### src/rtl/fir_pkg.sv
package fir_pkg;

  // Filter geometry; Taps may range from 2 to 8
  localparam int Taps    = 8;
  localparam int NumRegs = 8;
  localparam int RegIdxW = $clog2(NumRegs);

  // Field widths
  localparam int SampleW = 16;
  localparam int CoeffW  = 16;
  localparam int ProdW   = SampleW + CoeffW;
  localparam int PairW   = ProdW + 1;
  localparam int OutW    = 35;

  // Products are summed in pairs first, then the pairs are summed
  localparam int NumPairs = (Taps + 1) / 2;

  // Queue between front and back; depth must be a power of two
  localparam int FifoDepth = 2;
  localparam int FifoPtrW  = $clog2(FifoDepth);
  localparam int FifoCntW  = $clog2(FifoDepth + 1);

  // Coefficient reset values
  localparam logic [CoeffW-1:0] CoeffReset0    = 16'h7FFF;
  localparam logic [CoeffW-1:0] CoeffResetRest = 16'h0000;

  // One full sample window: element 0 is the newest sample
  typedef logic [Taps-1:0][SampleW-1:0] window_t;

  // Configuration write
  typedef struct packed {
    logic               we;
    logic [RegIdxW-1:0] idx;
    logic [CoeffW-1:0]  data;
  } cfg_wr_t;

endpackage

### src/rtl/fir_front.sv
module fir_front (
  input  logic                              clk_i,
  input  logic                              rst_ni,
  input  logic                              sample_valid_i,
  output logic                              sample_stall_o,
  input  logic [fir_pkg::SampleW-1:0]       sample_i,
  input  logic                              full_i,
  output logic                              push_o,
  output fir_pkg::window_t                  window_o
);

  logic [fir_pkg::SampleW-1:0] hist_q [fir_pkg::Taps-1];
  logic [fir_pkg::SampleW-1:0] hist_d [fir_pkg::Taps-1];

  // Accept a word whenever the queue has room
  assign sample_stall_o = full_i;
  assign push_o         = sample_valid_i && !full_i;

  // Build the window: new sample plus the previous ones
  always_comb begin
    window_o[0] = sample_i;
    for (int k = 1; k < fir_pkg::Taps; k++) begin
      window_o[k] = hist_q[k-1];
    end
  end

  // Advance the delay line on each accepted word
  always_comb begin
    hist_d[0] = sample_i;
    for (int k = 1; k < fir_pkg::Taps - 1; k++) begin
      hist_d[k] = hist_q[k-1];
    end
  end

  always_ff @(posedge clk_i or negedge rst_ni) begin
    if (!rst_ni) begin
      for (int k = 0; k < fir_pkg::Taps - 1; k++) begin
        hist_q[k] <= '0;
      end
    end else if (push_o) begin
      for (int k = 0; k < fir_pkg::Taps - 1; k++) begin
        hist_q[k] <= hist_d[k];
      end
    end
  end

  // The delay line holds still while a word is refused
  a_hold_on_stall: assert property (@(posedge clk_i) disable iff (!rst_ni)
    !push_o |=> $stable(hist_q[0]))
    else $error("delay line moved without an accepted word");

endmodule

### config.mk
export PLATFORM = sky130hd
export DESIGN_NAME = fir_front
export DESIGN_NICKNAME = d
export VERILOG_FILES = /design/src/rtl/fir_pkg.sv /design/src/rtl/fir_front.sv
export SDC_FILE = /design/constraint.sdc
export NUM_CORES = 1
export LEC_CHECK = 0
export BUFFER_PORTS_ARGS = -buffer_cell sky130_fd_sc_hd__buf_2
export CAP_MARGIN = 5
export CORE_UTILIZATION = 50
export CTS_CLUSTER_SIZE = 40
export DETAILED_ROUTE_END_ITERATION = 7
export PLACE_DENSITY = 0.79
export SLEW_MARGIN = 10
export SYNTH_ARGS = -nofsm -noshare
export SYNTH_HDL_FRONTEND = slang
export SYNTH_SLANG_ARGS = --single-unit
### constraint.sdc
create_clock -name clk_i -period 1.26 [get_ports clk_i]
set_clock_uncertainty 0.2 [all_clocks]
set_input_delay 0.189 -clock clk_i [delete_from_list [all_inputs] [get_ports clk_i]]
set_output_delay 0.189 -clock clk_i [all_outputs]
set_load 0.01 [all_outputs]
==> impl_table.tex <==
\begin{tabular}{lr}
\hline
Metric & Value \\
\hline
\multicolumn{2}{l}{\textbf{GRT}} \\
\quad Number of antenna violations at the first check in global routing & 0 \\
\quad Final global-route overflow total & 0 \\
\quad Vias in the first global route & 3,261 \\
\quad Pin count of the biggest net entering global routing & 44 \\
\quad Total GRT Usage & 23.2\% \\
\quad Wire length of the first global-routing pass & 17.1 mm \\
\multicolumn{2}{l}{\textbf{Floorplan}} \\
\quad Chip width & 97.8 µm \\
\quad Top-level I/O count & 150 \\
\quad Die height & 97.8 µm \\
\quad Number of placement rows & 34 \\
\quad Die ar. & 9570 µm² \\
\quad Initial core utilization & 52.1\% \\
\quad Core Area & 8810 µm² \\
\multicolumn{2}{l}{\textbf{Synth}} \\
\quad Netlist cell types & 8 \\
\quad Gate Count Post-Synth & 255 \\
\quad YS warnings & 0 \\
\quad Avg Inst Size Synth & 18.0 µm² \\
\quad Combined area of all synthesized cells & 4590 µm² \\
\quad Sequential fraction of the synthesis area & 61.1\% \\
\quad Register bit count reported by yosys & 112 \\
\quad Post-synth net total & 275 \\
\multicolumn{2}{l}{\textbf{Worst setup path}} \\
\quad Cell depth of the worst flop-to-flop path & 3 \\
\quad Largest delay contributor family on the critical path & flip-flops \\
\quad Bufs and invs on worst path & 1 \\
\quad FF-to-FF Start & window\_o[88] \\
\quad Maximum cell stage delay along the critical path & 0.44 ns \\
\quad Required arrival time at the worst endpoint & 0.87 ns \\
\quad CP max FO & 2 \\
\quad Setup CP Type & reg2out \\
\quad Critical Path Sink Type & output port \\
\quad Worst path cell trace & buf\_2 \\
\quad Arrival time reported for the critical path endpoint & 0.97 ns \\
\quad Beginning of the critical path & window\_o[75] \\
\quad Worst R2R End & window\_o[88] \\
\quad Element type at the critical path start & flip-flop \\
\quad FF-to-FF setup slack & 0 ns \\
\quad Slowest stage cell, crit path & sky130\_fd\_sc\_hd\_\_dfrtp\_1 \\
\multicolumn{2}{l}{\textbf{STA}} \\
\quad Final critical-path setup slack & -0.0941 ns \\
\quad Worst hold slack after final layout & 0.170 ns \\
\quad RSZ-0062 raised after global routing & true \\
\quad Slew Limit Fails & 0 \\
\quad Slew at the pin with the worst max-slew slack & 0.235 ns \\
\quad Final setup violation count & 111 \\
\quad Post-Route Setup TNS & -4.71 ns \\
\quad Fmax achieved & 738 MHz \\
\quad Minimum clock period & 1.35 ns \\
\quad Hold Violations, Final & 0 \\
\quad Relative slew margins & 84.4\% \\
\quad Post-route fraction of the period consumed by the critical path & 107\% \\
\multicolumn{2}{l}{\textbf{Detailed routing}} \\
\quad Wirelength per Cell & 16.6 µm \\
\quad Final routed wirelength across all metal layers & 11.0 mm \\
\quad Total number of vias & 3,146 \\
\quad Iteration-0 DRC count of the detailed router & 70 \\
\quad DRC violations left & 20 \\
\quad First-pass iteration count of the detailed router & 6 \\
\quad Via count normalized by instance count & 4.75 \\
\quad Antenna Nets Post-Route & 0 \\
\multicolumn{2}{l}{\textbf{Place}} \\
\quad Post-DP HPWL & 6.08 mm \\
\quad Gpl congestion & 0.764 \\
\quad Setup WS pre-CTS & -0.230 ns \\
\quad Number of buffers inserted by port buffering & 149 \\
\multicolumn{2}{l}{\textbf{CTS}} \\
\quad CTS HTree Levels & 3 \\
\quad CTS tree & done \\
\quad Cell at the root of the clock tree & sky130\_fd\_sc\_hd\_\_clkbuf\_8 \\
\quad Number of buffers added by the clock tree synthesis step & 9 \\
\quad Clock slew at the register clock pins of the worst setup and hold paths & 0.11 ns \\
\quad Clk sinks & 112 \\
\quad Clock Latency Late Sink & 0.37 ns \\
\quad Longest Clk Path Bufs & 2 \\
\multicolumn{2}{l}{\textbf{Run}} \\
\quad Maximum Capacitance Violations & 0 \\
\multicolumn{2}{l}{\textbf{Cells and area}} \\
\quad Share of post-route cells with drive strength above 1 & 76.2\% \\
\quad Number of flip-flops under the largest register name & 112 \\
\quad ANT cells & 0 \\
\quad Synth-to-layout area growth & 51.6\% \\
\quad Layout net count & 570 \\
\multicolumn{2}{l}{\textbf{Power}} \\
\quad Leak & 3.61 nW \\
\quad Highest ir drop seen on vdd & 0.904 mV \\
\quad Pwr dens & 2190 nW/µm² \\
\multicolumn{2}{l}{\textbf{Min path}} \\
\quad Hold/Removal Path Class & in2async \\
\multicolumn{2}{l}{\textbf{Run status}} \\
\quad Violated checks & DRC, setup timing \\
\quad Outcome & finished with violations \\
\hline
\end{tabular}
-- worst max-delay path by stage --
stage,slack (ns),cells after the start,endpoint
after floorplan,-0.05,5,window_o[112]
after global placement,-0.20,5,window_o[24]
after detailed placement,-0.23,5,window_o[27]
after CTS,-0.09,1,window_o[75]
after global routing,-0.12,1,window_o[75]
final,-0.09,1,window_o[75]
-- metal layers --
| metal | track usage (%) | routed length [µm] | vias to the layer above |
|---|---|---|---|
| li1 | - | - | 1461 |
| met1 | 29.1 | 4530 | 1578 |
| met2 | 40.3 | 5860 | 91 |
| met3 | 4.51 | 398 | 16 |
| met4 | 8.16 | 218 | 0 |
| met5 | 0 | 0 | - |
-- kinds of logic (layout without fill, tap and decap cells) --
kind of cell  Yosys count  after routing  synth area share, %
mux                   112            112                 33.1
flops                 112            112                 61.1
buf+inv                30            330                 5.51
simple gates            1              1                0.300
-- cells in the mapped netlist --
cell	instances	area (µm²)
sky130_fd_sc_hd__buf_8	1	15.0
sky130_fd_sc_hd__mux2_2	43	484
sky130_fd_sc_hd__mux2_4	69	1040
sky130_fd_sc_hd__buf_4	17	128
sky130_fd_sc_hd__buf_2	4	20.0
sky130_fd_sc_hd__buf_6	8	90.1
sky130_fd_sc_hd__dfrtp_1	112	2800
sky130_fd_sc_hd__nor2b_4	1	13.8
-- per-stage QoR --
stage	power [W]	util (%)	instances	area, µm²
after floorplan	0.00836	-	255	4630
after global placement	0.0101	61.7	494	5440
after detailed placement	0.0103	61.7	494	5440
after CTS	0.0144	75.4	630	6640
after global routing	0.0161	79.0	663	6960
final	0.0153	79.0	663	6960
-- power by group --
part	leakage [nW]	internal (W)	total (W)	switching, W
sequential	1.34	0.00494	0.00579	0.000848
combinational	2.18	0.00462	0.00729	0.00267
clock	0.0929	0.000929	0.00218	0.00125
-- cell type report --
class | count | area [µm²]
flip-flops and latches | 112 | 2800
repair buffers | 314 | 2290
fillers | 528 | 1850
multi-input cells | 113 | 1530
well taps | 108 | 135
clock buffers | 10 | 128
clock inverters | 6 | 67.6
-- cells in the final DEF (no fill, tap or decap) --
cell,instances
sky130_fd_sc_hd__buf_2,128
sky130_fd_sc_hd__dfrtp_1,112
sky130_fd_sc_hd__inv_6,1
sky130_fd_sc_hd__clkinv_2,1
sky130_fd_sc_hd__nor2b_4,1
sky130_fd_sc_hd__clkbuf_1,1
sky130_fd_sc_hd__buf_6,21
sky130_fd_sc_hd__mux2_4,69
sky130_fd_sc_hd__buf_4,136
sky130_fd_sc_hd__buf_12,10
sky130_fd_sc_hd__clkinvlp_4,2
sky130_fd_sc_hd__dlygate4sd3_1,19
sky130_fd_sc_hd__clkinv_4,1
sky130_fd_sc_hd__mux2_2,43
sky130_fd_sc_hd__clkbuf_8,9
sky130_fd_sc_hd__bufinv_16,1
-- worst register-to-register path: stages (launching register included) --
cell and delay [ns]:
sky130_fd_sc_hd__dfrtp_1 0.42, sky130_fd_sc_hd__buf_4 0.14, sky130_fd_sc_hd__buf_4 0.13, sky130_fd_sc_hd__mux2_4 0.26
-- repair_timing --
| item | CTS | global route |
|---|---|---|
| buffers inserted | 102 | 32 |
| cloned | 0 | 0 |
| hold buffers | 18 | 2 |
| endpoints found under the hold margin | 128 | 4 |
| setup endpoints to repair | 113 | 117 |
| resized for setup | 10 | 11 |
No activity file was read; power rests on OpenSTA's default activity.
