===== config.mk =====
export PLATFORM = sky130hd
export DESIGN_NAME = fir_queue
export DESIGN_NICKNAME = d
export VERILOG_FILES = /design/src/rtl/fir_pkg.sv /design/src/rtl/fir_queue.sv
export SDC_FILE = /design/constraint.sdc
export NUM_CORES = 1
export LEC_CHECK = 0
export ABC_AREA = 1
export BUFFER_PORTS_ARGS = -buffer_cell sky130_fd_sc_hd__buf_2
export CAP_MARGIN = 0
export CORE_ASPECT_RATIO = 1.25
export CORE_MARGIN = 2
export CORE_UTILIZATION = 47
export DETAILED_ROUTE_END_ITERATION = 7
export GPL_TIMING_DRIVEN = 0
export PLACE_DENSITY = 0.76
export SLEW_MARGIN = 5
export SYNTH_ARGS = -nofsm -noshare
export SYNTH_HDL_FRONTEND = slang
export SYNTH_SLANG_ARGS = --single-unit

===== constraint.sdc =====
create_clock -name clk_i -period 6.5 [get_ports clk_i]
set_input_delay 0.65 -clock clk_i [delete_from_list [all_inputs] [get_ports clk_i]]
set_output_delay 0.65 -clock clk_i [all_outputs]
set_load 0.005 [all_outputs]

===== src/rtl/fir_pkg.sv =====
package fir_pkg;

  // Filter geometry; Taps may range from 2 to 8
  localparam int Taps    = 8;
  localparam int NumRegs = 8;
  localparam int RegIdxW = $clog2(NumRegs);

  // Field widths
  localparam int SampleW = 16;
  localparam int CoeffW  = 16;
  localparam int ProdW   = SampleW + CoeffW;
  localparam int PairW   = ProdW + 1;
  localparam int OutW    = 35;

  // Products are summed in pairs first, then the pairs are summed
  localparam int NumPairs = (Taps + 1) / 2;

  // Queue between front and back; depth must be a power of two
  localparam int FifoDepth = 2;
  localparam int FifoPtrW  = $clog2(FifoDepth);
  localparam int FifoCntW  = $clog2(FifoDepth + 1);

  // Coefficient reset values
  localparam logic [CoeffW-1:0] CoeffReset0    = 16'h7FFF;
  localparam logic [CoeffW-1:0] CoeffResetRest = 16'h0000;

  // One full sample window: element 0 is the newest sample
  typedef logic [Taps-1:0][SampleW-1:0] window_t;

  // Configuration write
  typedef struct packed {
    logic               we;
    logic [RegIdxW-1:0] idx;
    logic [CoeffW-1:0]  data;
  } cfg_wr_t;

endpackage


===== src/rtl/fir_queue.sv =====
module fir_queue (
  input  logic             clk_i,
  input  logic             rst_ni,
  input  logic             push_i,
  input  fir_pkg::window_t push_data_i,
  output logic             full_o,
  input  logic             pop_i,
  output logic             valid_o,
  output fir_pkg::window_t pop_data_o
);

  fir_pkg::window_t               mem_q [fir_pkg::FifoDepth];
  logic [fir_pkg::FifoPtrW-1:0]   wr_ptr_q, wr_ptr_d;
  logic [fir_pkg::FifoPtrW-1:0]   rd_ptr_q, rd_ptr_d;
  logic [fir_pkg::FifoCntW-1:0]   count_q, count_d;

  assign full_o     = (count_q == fir_pkg::FifoCntW'(fir_pkg::FifoDepth));
  assign valid_o    = (count_q != '0);
  assign pop_data_o = mem_q[rd_ptr_q];

  // Move pointers and count
  always_comb begin
    wr_ptr_d = push_i ? wr_ptr_q + 1'b1 : wr_ptr_q;
    rd_ptr_d = pop_i  ? rd_ptr_q + 1'b1 : rd_ptr_q;
    count_d  = count_q;
    if (push_i && !pop_i) begin
      count_d = count_q + 1'b1;
    end else if (!push_i && pop_i) begin
      count_d = count_q - 1'b1;
    end
  end

  always_ff @(posedge clk_i or negedge rst_ni) begin
    if (!rst_ni) begin
      wr_ptr_q <= '0;
      rd_ptr_q <= '0;
      count_q  <= '0;
    end else begin
      wr_ptr_q <= wr_ptr_d;
      rd_ptr_q <= rd_ptr_d;
      count_q  <= count_d;
    end
  end

  // Store the pushed window
  always_ff @(posedge clk_i) begin
    if (push_i) begin
      mem_q[wr_ptr_q] <= push_data_i;
    end
  end

  a_count_bound: assert property (@(posedge clk_i) disable iff (!rst_ni)
    count_q <= fir_pkg::FifoCntW'(fir_pkg::FifoDepth))
    else $error("queue count above depth");

  a_no_overflow: assert property (@(posedge clk_i) disable iff (!rst_ni)
    full_o |-> !push_i)
    else $error("push into a full queue");

  a_no_underflow: assert property (@(posedge clk_i) disable iff (!rst_ni)
    pop_i |-> valid_o)
    else $error("pop from an empty queue");

endmodule


==> metrics, run 1 <==
outcome finished clean; worst path required time 5.85 ns; TritonCTS clock tree done; Synth top area share 81.0%; final wirelength 18,100 µm; largest cells by area after synthesis edfxtp_1, mux2_2, buf_6; first-pass GRT wire length 26,600 µm; Site Rows 58; routed via count 4,942; die height 163 µm; grt met1 use 17.3%; Reg clk slew, reported paths 0.06 ns; Die Area 0.0213 mm²; placed cell areas 0.0113 mm²; chip width 131 µm; global-route usage over all layers 16.2%; Multi-input gate area 0.00153 mm²; sequential area share after synthesis 82.1%; met3 Use GR 4.34%; FF+latch count, synth 260; register area 0.00779 mm²; Peak VDD IR 0.299 mV; layout cells sized above 1 60.9%; Syn Nets 556; Worst slew margin 51.9%; Distinct cells, synth 13; antenna violations before repair 1; # setup viols final 0; 1st-iter DRT viols 278; Final period util 38.0%; met2 usage 29.5%; core region area 0.0200 mm²; RSZ-0062 raised after global routing no; clk sinks 260; Tmin final 2.47 ns; grt ovf 0; filler cell count 1,463; Startpoint Class flip-flop; CTS buffer count 26; # port buffers 261; final antenna diode count 0; DRC viols 0; Worst EP arrival 1.82 ns; power per cell area 424 mW/mm²; hpwl dp 12,600 µm; Avg Inst Size Synth 22.4 µm²; Post-Syn Area 0.00949 mm²; gr busiest metal met2; Final nets 852; GP Congestion 0.782; DR vias/cell 4.91; Detail Route Antenna Nets 0; Setup CP Type reg2out; IO Pins 262; worst-margin pin slew 0.720 ns; Layout area overhead 27.7%; initial core utilization 47.5%; Leak 4.60 nW; Hold Vio Cnt, Final 0; clk_lat worst skew 0.51 ns; number of H-tree levels 1; design area 0.0121 mm²; CTS Buffer Depth 3; vias in the first global route 5,358; CTS resizes 0; Max-Cap Viols 0; TNS Setup 0 ns; Final Slew Violations 0; hold slack 0.313 ns; worst min-delay path class in2reg; Synth warnings 0; largest net degree at the start of global routing 98; critical path peak fanout 10; Worst Skew 0.0195 ns; Initial DRT Pass Iterations 4; fmax 404 MHz; Synth area leader edfxtp_1; Post-Synthesis Cells 423; CTS root buf clkbuf_16; WL per Instance 18.0 µm; critical path endpoint category output pin
[report_power, final]
group | internal (mW) | total (mW) | switching (mW)
clock network | 0.817 | 1.40 | 0.586
registers | 2.22 | 2.30 | 0.0749
logic | 0.744 | 1.43 | 0.691
total | 3.78 | 5.13 | 1.35
[per-layer routing]
| layer | wire (µm) | vias to the layer above |
|---|---|---|
| li1 | - | 2261 |
| met1 | 6400 | 2445 |
| met2 | 9750 | 197 |
| met3 | 1380 | 37 |
| met4 | 557 | 2 |
| met5 | 16 | - |
[critical path: stages, from the launching register on]
cell     delay (ns)
dfrtp_1        0.40
buf_6          0.23
buf_6          0.19
mux2_2         0.35
buf_2          0.13
[final cells by class]
| cell class | instances | area share [%] |
|---|---|---|
| multi-input combinational | 142 | 12.6 |
| sequential | 260 | 64.3 |
| buffer | 14 | 1.25 |
| clock inverter | 13 | 1.14 |
| tap | 270 | 2.79 |
| clock buffer | 32 | 5.56 |
| timing repair buffer | 268 | 12.1 |
| inverter | 7 | 0.258 |
[registers in the layout, summed over array words and instances, names as in the netlist]
| signal | flops |
|---|---|
| rd_ptr_q | 1 |
| wr_ptr_q | 1 |
| mem_q | 256 |
| count_q | 2 |
[Yosys cell counts]
| cell type | n |
|---|---|
| buf_6 | 13 |
| edfxtp_1 | 256 |
| nor2_1 | 2 |
| xnor2_1 | 1 |
| buf_2 | 1 |
| nand2_1 | 6 |
| ha_1 | 1 |
| xor2_1 | 2 |
| inv_1 | 7 |
| nand3_1 | 1 |
| mux2_2 | 128 |
| nand4_1 | 1 |
| dfrtp_1 | 4 |
[per-stage QoR]
stage | total power [mW] | setup WS, ns | utilization, % | std cells
floorplan | 3.17 | 2.07 | - | 423
global placement | 3.73 | 0.485 | 55.8 | 954
detailed placement | 3.79 | 4.30 | 56.6 | 960
CTS | 5.20 | 3.98 | 60.7 | 1006
global route | 5.38 | 3.96 | 60.7 | 1006
finish | 5.13 | 4.03 | 60.7 | 1006
[kinds of logic after synthesis]
group,after synthesis,synth area share (%)
buffers and inverters,21,1.87
and+or+nand+nor,10,0.435
muxes,128,15.2
DFF,260,82.1
xor gates and xnor gates,3,0.277
adders and majority gates,1,0.132
[path summary, 6_finish.rpt]
| path | slack (ns) | cells after the start | from | to |
|---|---|---|---|---|
| max | 4.03 | 4 | rd_ptr_q$_DFFE_PN0P_ | pop_data_o[85] |
| min | 0.31 | 1 | push_data_i[90] | mem_q[1][90]$_DFFE_PP_ |
| max reg2reg | 4.69 | 3 | wr_ptr_q$_DFFE_PN0P_ | mem_q[0][20]$_DFFE_PP_ |
| min reg2reg | 0.49 | 2 | count_q[1]$_DFFE_PN0P_ | count_q[1]$_DFFE_PN0P_ |
| max in group asynchronous | 5.88 | 2 | rst_ni | count_q[0]$_DFFE_PN0P_ |
| min in group asynchronous | 0.49 | 2 | rst_ni | count_q[1]$_DFFE_PN0P_ |
[timing repair]
action,in CTS,in global routing
setup buffers,0,0
hold endpoints to repair,4,0
hold buffers,1,0
[placed cells by master, fill, tap and decap left out, types with 4 or more instances in the layout]
cell type,netlist,final
mux2_2,128,128
buf_2,1,262
clkbuf_16,0,26
clkinv_2,0,6
edfxtp_1,256,256
inv_1,7,6
buf_16,0,4
nand2_1,6,6
dfrtp_1,4,4
buf_6,13,13
clkbuf_1,0,6
Power figures use the tool's default switching activity.
==> inputs of run 2 (changes only) <==
--- a/config.mk
+++ b/config.mk
@@ -10,10 +10,10 @@
 export CAP_MARGIN = 0
 export CORE_ASPECT_RATIO = 1.25
 export CORE_MARGIN = 2
-export CORE_UTILIZATION = 47
+export CORE_UTILIZATION = 52
 export DETAILED_ROUTE_END_ITERATION = 7
 export GPL_TIMING_DRIVEN = 0
-export PLACE_DENSITY = 0.76
+export PLACE_DENSITY = 0.79
 export SLEW_MARGIN = 5
 export SYNTH_ARGS = -nofsm -noshare
 export SYNTH_HDL_FRONTEND = slang
==> constraint.sdc (replaced) <==
create_clock -name clk_i -period 2.6 [get_ports clk_i]
set_input_delay 0.26 -clock clk_i [delete_from_list [all_inputs] [get_ports clk_i]]
set_output_delay 0.26 -clock clk_i [all_outputs]
set_load 0.005 [all_outputs]
==> metrics, run 2 (same netlist as run 1, synthesis figures left out) <==
WL per Instance 19.2 µm (+6.8%); worst-margin pin slew 0.635 ns (-0.0850 ns); Setup CP Type reg2out; Initial DRT Pass Iterations 4 (unchanged); Worst Skew 0.0196 ns (+0.000129 ns); initial core utilization 52.8% (+5.3 points); clk_lat worst skew 0.51 ns (about the same); worst path required time 2.34 ns (-3.51 ns); Worst slew margin 57.6% (+5.7 points); die height 155 µm (-4.8%); outcome finished clean; Detail Route Antenna Nets 0 (unchanged); GP Congestion 0.754 (-3.6%); CTS buffer count 25 (-3.8%); antenna violations before repair 0 (-1); Startpoint Class flip-flop; Worst EP arrival 1.82 ns (about the same); Most flops, register mem_q; Hold Vio Cnt, Final 0 (unchanged); clk sinks 260 (unchanged); number of H-tree levels 1 (unchanged); Tmin final 2.08 ns; CTS root buf clkbuf_16; layout cells sized above 1 51.6% (-9.2 points); DR vias/cell 5.06 (+3.1%); Critical R2R Launch wr_ptr_q$_DFFE_PN0P_; # port buffers 261 (unchanged); Reg clk slew, reported paths 0.06 ns (about the same); largest net degree at the start of global routing 43 (-56%); met3 wire length 1030 µm (-25%); hpwl dp 12,300 µm (-2.2%); core region area 0.0180 mm² (-10%); Final Slew Violations 0 (unchanged); Final period util 79.9%; critical path peak fanout 10 (unchanged); Die Area 0.0193 mm² (-9.4%); filler cell count 1,014 (-31%); metal1 wirelength 7420 µm (+16%); register area 0.00779 mm² (unchanged); first-pass GRT wire length 31,900 µm (+20%); biggest regs mem_q: 256 flops, count_q: 2 flops; TritonCTS clock tree done; Multi-input gate area 0.00153 mm² (+0.16%); final wirelength 21,000 µm (+16%); # setup viols final 0 (unchanged); number of flip-flops in the largest register 256 (unchanged); vias in the first global route 6,060 (+13%); most frequent cells in the layout buf_2, edfxtp_1, dlygate4sd3_1; Layout area overhead 41.0%; hold slack 0.0913 ns (-0.222 ns); Max Used Layer met4; global-route usage over all layers 21.0% (+4.9 points); CTS Buffer Depth 3 (unchanged); power per cell area 989 mW/mm² (+130%); routed wl met2 11,800 µm (+21%); critical path endpoint category output pin; Peak VDD IR 0.712 mV (+140%); Max-Cap Viols 0 (unchanged); worst min-delay path class in2async; fin util 74.5% (+14 points); fmax 481 MHz; RSZ-0062 raised after global routing no; final antenna diode count 0 (unchanged); Site Rows 55 (-5.2%); DRC viols 0 (unchanged); IO Pins 262 (unchanged); grt ovf 0 (unchanged); chip width 125 µm (-4.8%); Reg2Reg Depth 4 (+1); r2r setup slk 0.61 ns (-4.08 ns); Final nets 982 (+15%); reg-to-reg endpoint mem_q[1][0]$_DFFE_PP_; Leak 5.15 nW (+12%); commonest non-fill, non-tap cell in the layout buf_2; routed via count 5,529 (+12%); 1st-iter DRT viols 332 (+19%)
-- run 2: cell count changes in the layout (fill, tap and decap cells not counted), sizes merged --
cell / before / now
clkbuf: 32 / 28
dlygate4sd3: 1 / 131
clkinv: 10 / 8
bufinv: 2 / 5
buf: 281 / 282
-- run 2: metrics by stage --
step / setup TNS [ns] / worst slack (ns) / area, µm² / std cells / total power [mW]
2_1_floorplan: -40.42 / -0.175 / 9500 / 423 / 7.90
3_3_place_gp: -248.14 / -1.02 / 11100 / 912 / 9.22
3_5_place_dp: 0 / 0.661 / 11200 / 919 / 9.42
4_1_cts: 0 / 0.499 / 13400 / 1092 / 13.2
5_1_grt: 0 / 0.465 / 13400 / 1092 / 13.8
6_report: 0 / 0.521 / 13400 / 1092 / 13.2
-- run 2: repair_timing --
action / in CTS / in global routing
buffers inserted: 0 / 0
resized for setup: 0 / 0
hold buffers: 131 / 0
hold endpoints to repair: 262 / 0
setup endpoints to repair: 0 / 0
-- run 2: how the worst max path moves through the flow --
| stage | startpoint | to | slack [ns] | cells past startpoint |
|---|---|---|---|---|
| after floorplan | wr_ptr_q$_DFFE_PN0P_ | mem_q[1][0]$_DFFE_PP_ | -0.18 | 2 |
| after global placement | wr_ptr_q$_DFFE_PN0P_ | mem_q[1][0]$_DFFE_PP_ | -1.02 | 2 |
| after detailed placement | wr_ptr_q$_DFFE_PN0P_ | mem_q[1][0]$_DFFE_PP_ | 0.66 | 4 |
| after CTS | rd_ptr_q$_DFFE_PN0P_ | pop_data_o[80] | 0.50 | 4 |
| after global routing | rd_ptr_q$_DFFE_PN0P_ | pop_data_o[20] | 0.47 | 4 |
| final | rd_ptr_q$_DFFE_PN0P_ | pop_data_o[38] | 0.52 | 4 |
-- run 2: worst max-delay path: stages, from the launching register on --
cell and delay [ns]:
dfrtp_1 0.40, buf_6 0.22, buf_6 0.18, mux2_2 0.36, buf_2 0.14
-- run 2: per-layer routing --
layer	GRT usage (%)	vias to the layer above
met5	0	-
met4	7.99	0
met3	3.82	51
met2	40.6	201
met1	22.9	2752
li1	-	2525
-- run 2: final cells by class --
cell class | instances | area share (%)
repair buffers | 399 | 20.7
plain buffers | 14 | 1.13
clock inverters | 14 | 1.43
multi-input cells | 142 | 11.4
clock buffers | 28 | 4.76
inverters | 7 | 0.224
flip-flops and latches | 260 | 58.2
well taps | 228 | 2.13
-- run 2: power by group --
| group | switching, mW | total (mW) | internal, mW |
|---|---|---|---|
| registers | 0.216 | 5.77 | 5.55 |
| logic | 1.79 | 3.78 | 1.99 |
| clock network | 1.44 | 3.69 | 2.24 |
==> inputs of run 3 (changes only) <==
--- a/config.mk
+++ b/config.mk
@@ -10,10 +10,10 @@
 export CAP_MARGIN = 0
 export CORE_ASPECT_RATIO = 1.25
 export CORE_MARGIN = 2
-export CORE_UTILIZATION = 52
+export CORE_UTILIZATION = 47
 export DETAILED_ROUTE_END_ITERATION = 7
 export GPL_TIMING_DRIVEN = 0
-export PLACE_DENSITY = 0.79
+export PLACE_DENSITY = 0.76
 export SLEW_MARGIN = 5
 export SYNTH_ARGS = -nofsm -noshare
 export SYNTH_HDL_FRONTEND = slang
==> constraint.sdc (replaced) <==
create_clock -name clk_i -period 1.7 [get_ports clk_i]
set_input_delay 0.17 -clock clk_i [delete_from_list [all_inputs] [get_ports clk_i]]
set_output_delay 0.17 -clock clk_i [all_outputs]
set_load 0.005 [all_outputs]
==> metrics, run 3 (same netlist as run 1, synthesis figures left out) <==
Worst EP arrival 1.83 ns (about the same); Initial DRT Pass Iterations 4 (unchanged); biggest regs mem_q: 256 flops, count_q: 2 flops; vias in the first global route 6,372 (+5.1%); core region area 0.0200 mm² (+11%); worst path required time 1.53 ns (-0.81 ns); Worst slew margin 58.9% (+1.3 points); DRC viols 0 (unchanged); hold slack 0.369 ns (+0.278 ns); Peak VDD IR 1.08 mV (+52%); HP Start push_data_i[22]; Tmin final 2.00 ns; Worst Skew 0.0122 ns (-0.00746 ns); Critical R2R Launch wr_ptr_q$_DFFE_PN0P_; design area 0.0144 mm² (+7.4%); Detail Route Antenna Nets 0 (unchanged); power per cell area 1550 mW/mm² (+57%); hpwl dp 12,200 µm (-1.1%); placed cell areas 0.0113 mm² (+0.53%); critical path peak fanout 10 (unchanged); Final nets 999 (+1.7%); failing checks negative setup slack; die height 163 µm (+5.1%); number of flip-flops in the largest register 256 (unchanged); chip width 131 µm (+5.0%); Startpoint Class flip-flop; CTS root buf clkbuf_16; CTS Buffer Depth 3 (unchanged); first-pass GRT wire length 32,700 µm (+2.4%); WL per Instance 19.6 µm (+2.1%); critical path's slowest cell dfrtp_2; Hold Vio Cnt, Final 0 (unchanged); Setup CP Type reg2out; grt ovf 0 (unchanged); Final WS setup -0.296 ns (-0.818 ns); worst min-delay path class in2reg; CP Launch Point rd_ptr_q$_DFFE_PN0P_; commonest non-fill, non-tap cell in the layout edfxtp_1; DR vias/cell 4.94 (-2.4%); Max-Cap Viols 0 (unchanged); Leak 5.65 nW (+9.8%); clk_lat worst skew 0.52 ns (about the same); critical path endpoint category output pin; crit-path most repeated cell buf_12; Most flops, register mem_q; filler cell count 1,157 (+14%); Die Area 0.0213 mm² (+10%); CP max stage delay 0.42 ns (+0.02 ns); number of H-tree levels 1 (unchanged); global-route usage over all layers 20.3% (-0.74 points); # setup viols final 128 (+128); largest net degree at the start of global routing 43 (unchanged); layout cells sized above 1 52.9% (+1.3 points); # port buffers 261 (unchanged); CTS buffer count 25 (unchanged); RSZ-0062 raised after global routing yes; Layout area overhead 51.5%; fmax 501 MHz; antenna violations before repair 2 (+2); Reg clk slew, reported paths 0.07 ns (about the same); worst-margin pin slew 0.616 ns (-0.0191 ns); Site Rows 58 (+5.5%); final wirelength 22,700 µm (+8.2%); CP cell instances buf_12 -> buf_16 -> buf_12 -> mux2_2 -> buf_2; GP Congestion 0.729 (-3.4%); Final Slew Violations 0 (unchanged); routed via count 5,720 (+3.5%); IO Pins 262 (unchanged); Final period util 117%; most frequent cells in the layout edfxtp_1, buf_2, dlygate4sd3_1; clk sinks 260 (unchanged); outcome complete, but fails checks; 1st-iter DRT viols 278 (-16%); initial core utilization 47.5% (-5.3 points); TritonCTS clock tree done
## run 3: cell types whose count changed in the layout (fill, tap and decap cells not counted), sizes merged
cell,change
clkbuf,+5
clkinvlp,+2
buf,+12
bufinv,-3
dlygate4sd3,+1
nor2,+1
diode,+2
clkinv,+3
## run 3: critical path: cells and delay by family (launching register included)
family | cells | cell delay, ns
DFF | 1 | 0.42
muxes | 1 | 0.34
buffers and inverters | 4 | 0.55
## run 3: final timing paths
check,to,slack [ns],cells past startpoint
worst max-delay path,pop_data_o[87],-0.30,5
worst min-delay path,mem_q[1][22]$_DFFE_PP_,0.37,2
worst max register to register,mem_q[1][10]$_DFFE_PP_,0.15,4
worst min register to register,count_q[1]$_DFFE_PN0P_,0.51,2
max in group asynchronous,rd_ptr_q$_DFFE_PN0P_,0.94,3
min in group asynchronous,wr_ptr_q$_DFFE_PN0P_,0.57,3
## run 3: timing repair
action,4_1_cts,5_1_grt
gates cloned,7,2
gates resized for setup,109,37
setup buffers,8,1
endpoints found under the hold margin,262,0
endpoints found under the setup margin,294,140
pin swaps,1,0
hold buffers,132,0
## run 3: power breakdown
part / switching, mW / total, mW / internal [mW]
combinational: 3.32 / 8.18 / 4.86
sequential: 0.368 / 8.87 / 8.50
clock: 2.24 / 5.30 / 3.05
total: 5.93 / 22.3 / 16.4
## run 3: final cells by class
class                      count  area [µm²]  share of cell area [%]
tap                          270         338                    2.35
clock inverter                15         126                   0.879
antenna                        2        5.00                  0.0348
sequential                   260        7790                    54.2
timing repair buffer         414        3450                    24.0
inverter                       7        30.0                   0.209
multi-input combinational    143        1720                    12.0
timing repair inverter         1        7.51                  0.0522
buffer                        14         250                    1.74
clock buffer                  31         658                    4.58
## run 3: routing by layer
layer  up-vias  track usage, %  part of all wire (%)
met4         0            10.1                   4.4
li1       2567               -                     -
met2       254            38.2                    55
met1      2822            20.5                    34
met5         -               0                     0
met3        77            4.63                   6.1
## run 3: per-stage QoR
stage | setup slack (ns) | power [mW] | util, % | setup TNS (ns) | cells
6_report | -0.296 | 22.3 | 72.0 | -30.12 | 1157
5_1_grt | -0.354 | 23.3 | 72.0 | -36.58 | 1157
3_3_place_gp | -1.95 | 14.1 | 55.8 | -482.20 | 954
2_1_floorplan | -1.08 | 12.1 | - | -270.82 | 423
4_1_cts | -0.306 | 21.9 | 71.1 | -32.75 | 1154
3_5_place_dp | -0.238 | 14.4 | 56.6 | -18.78 | 961
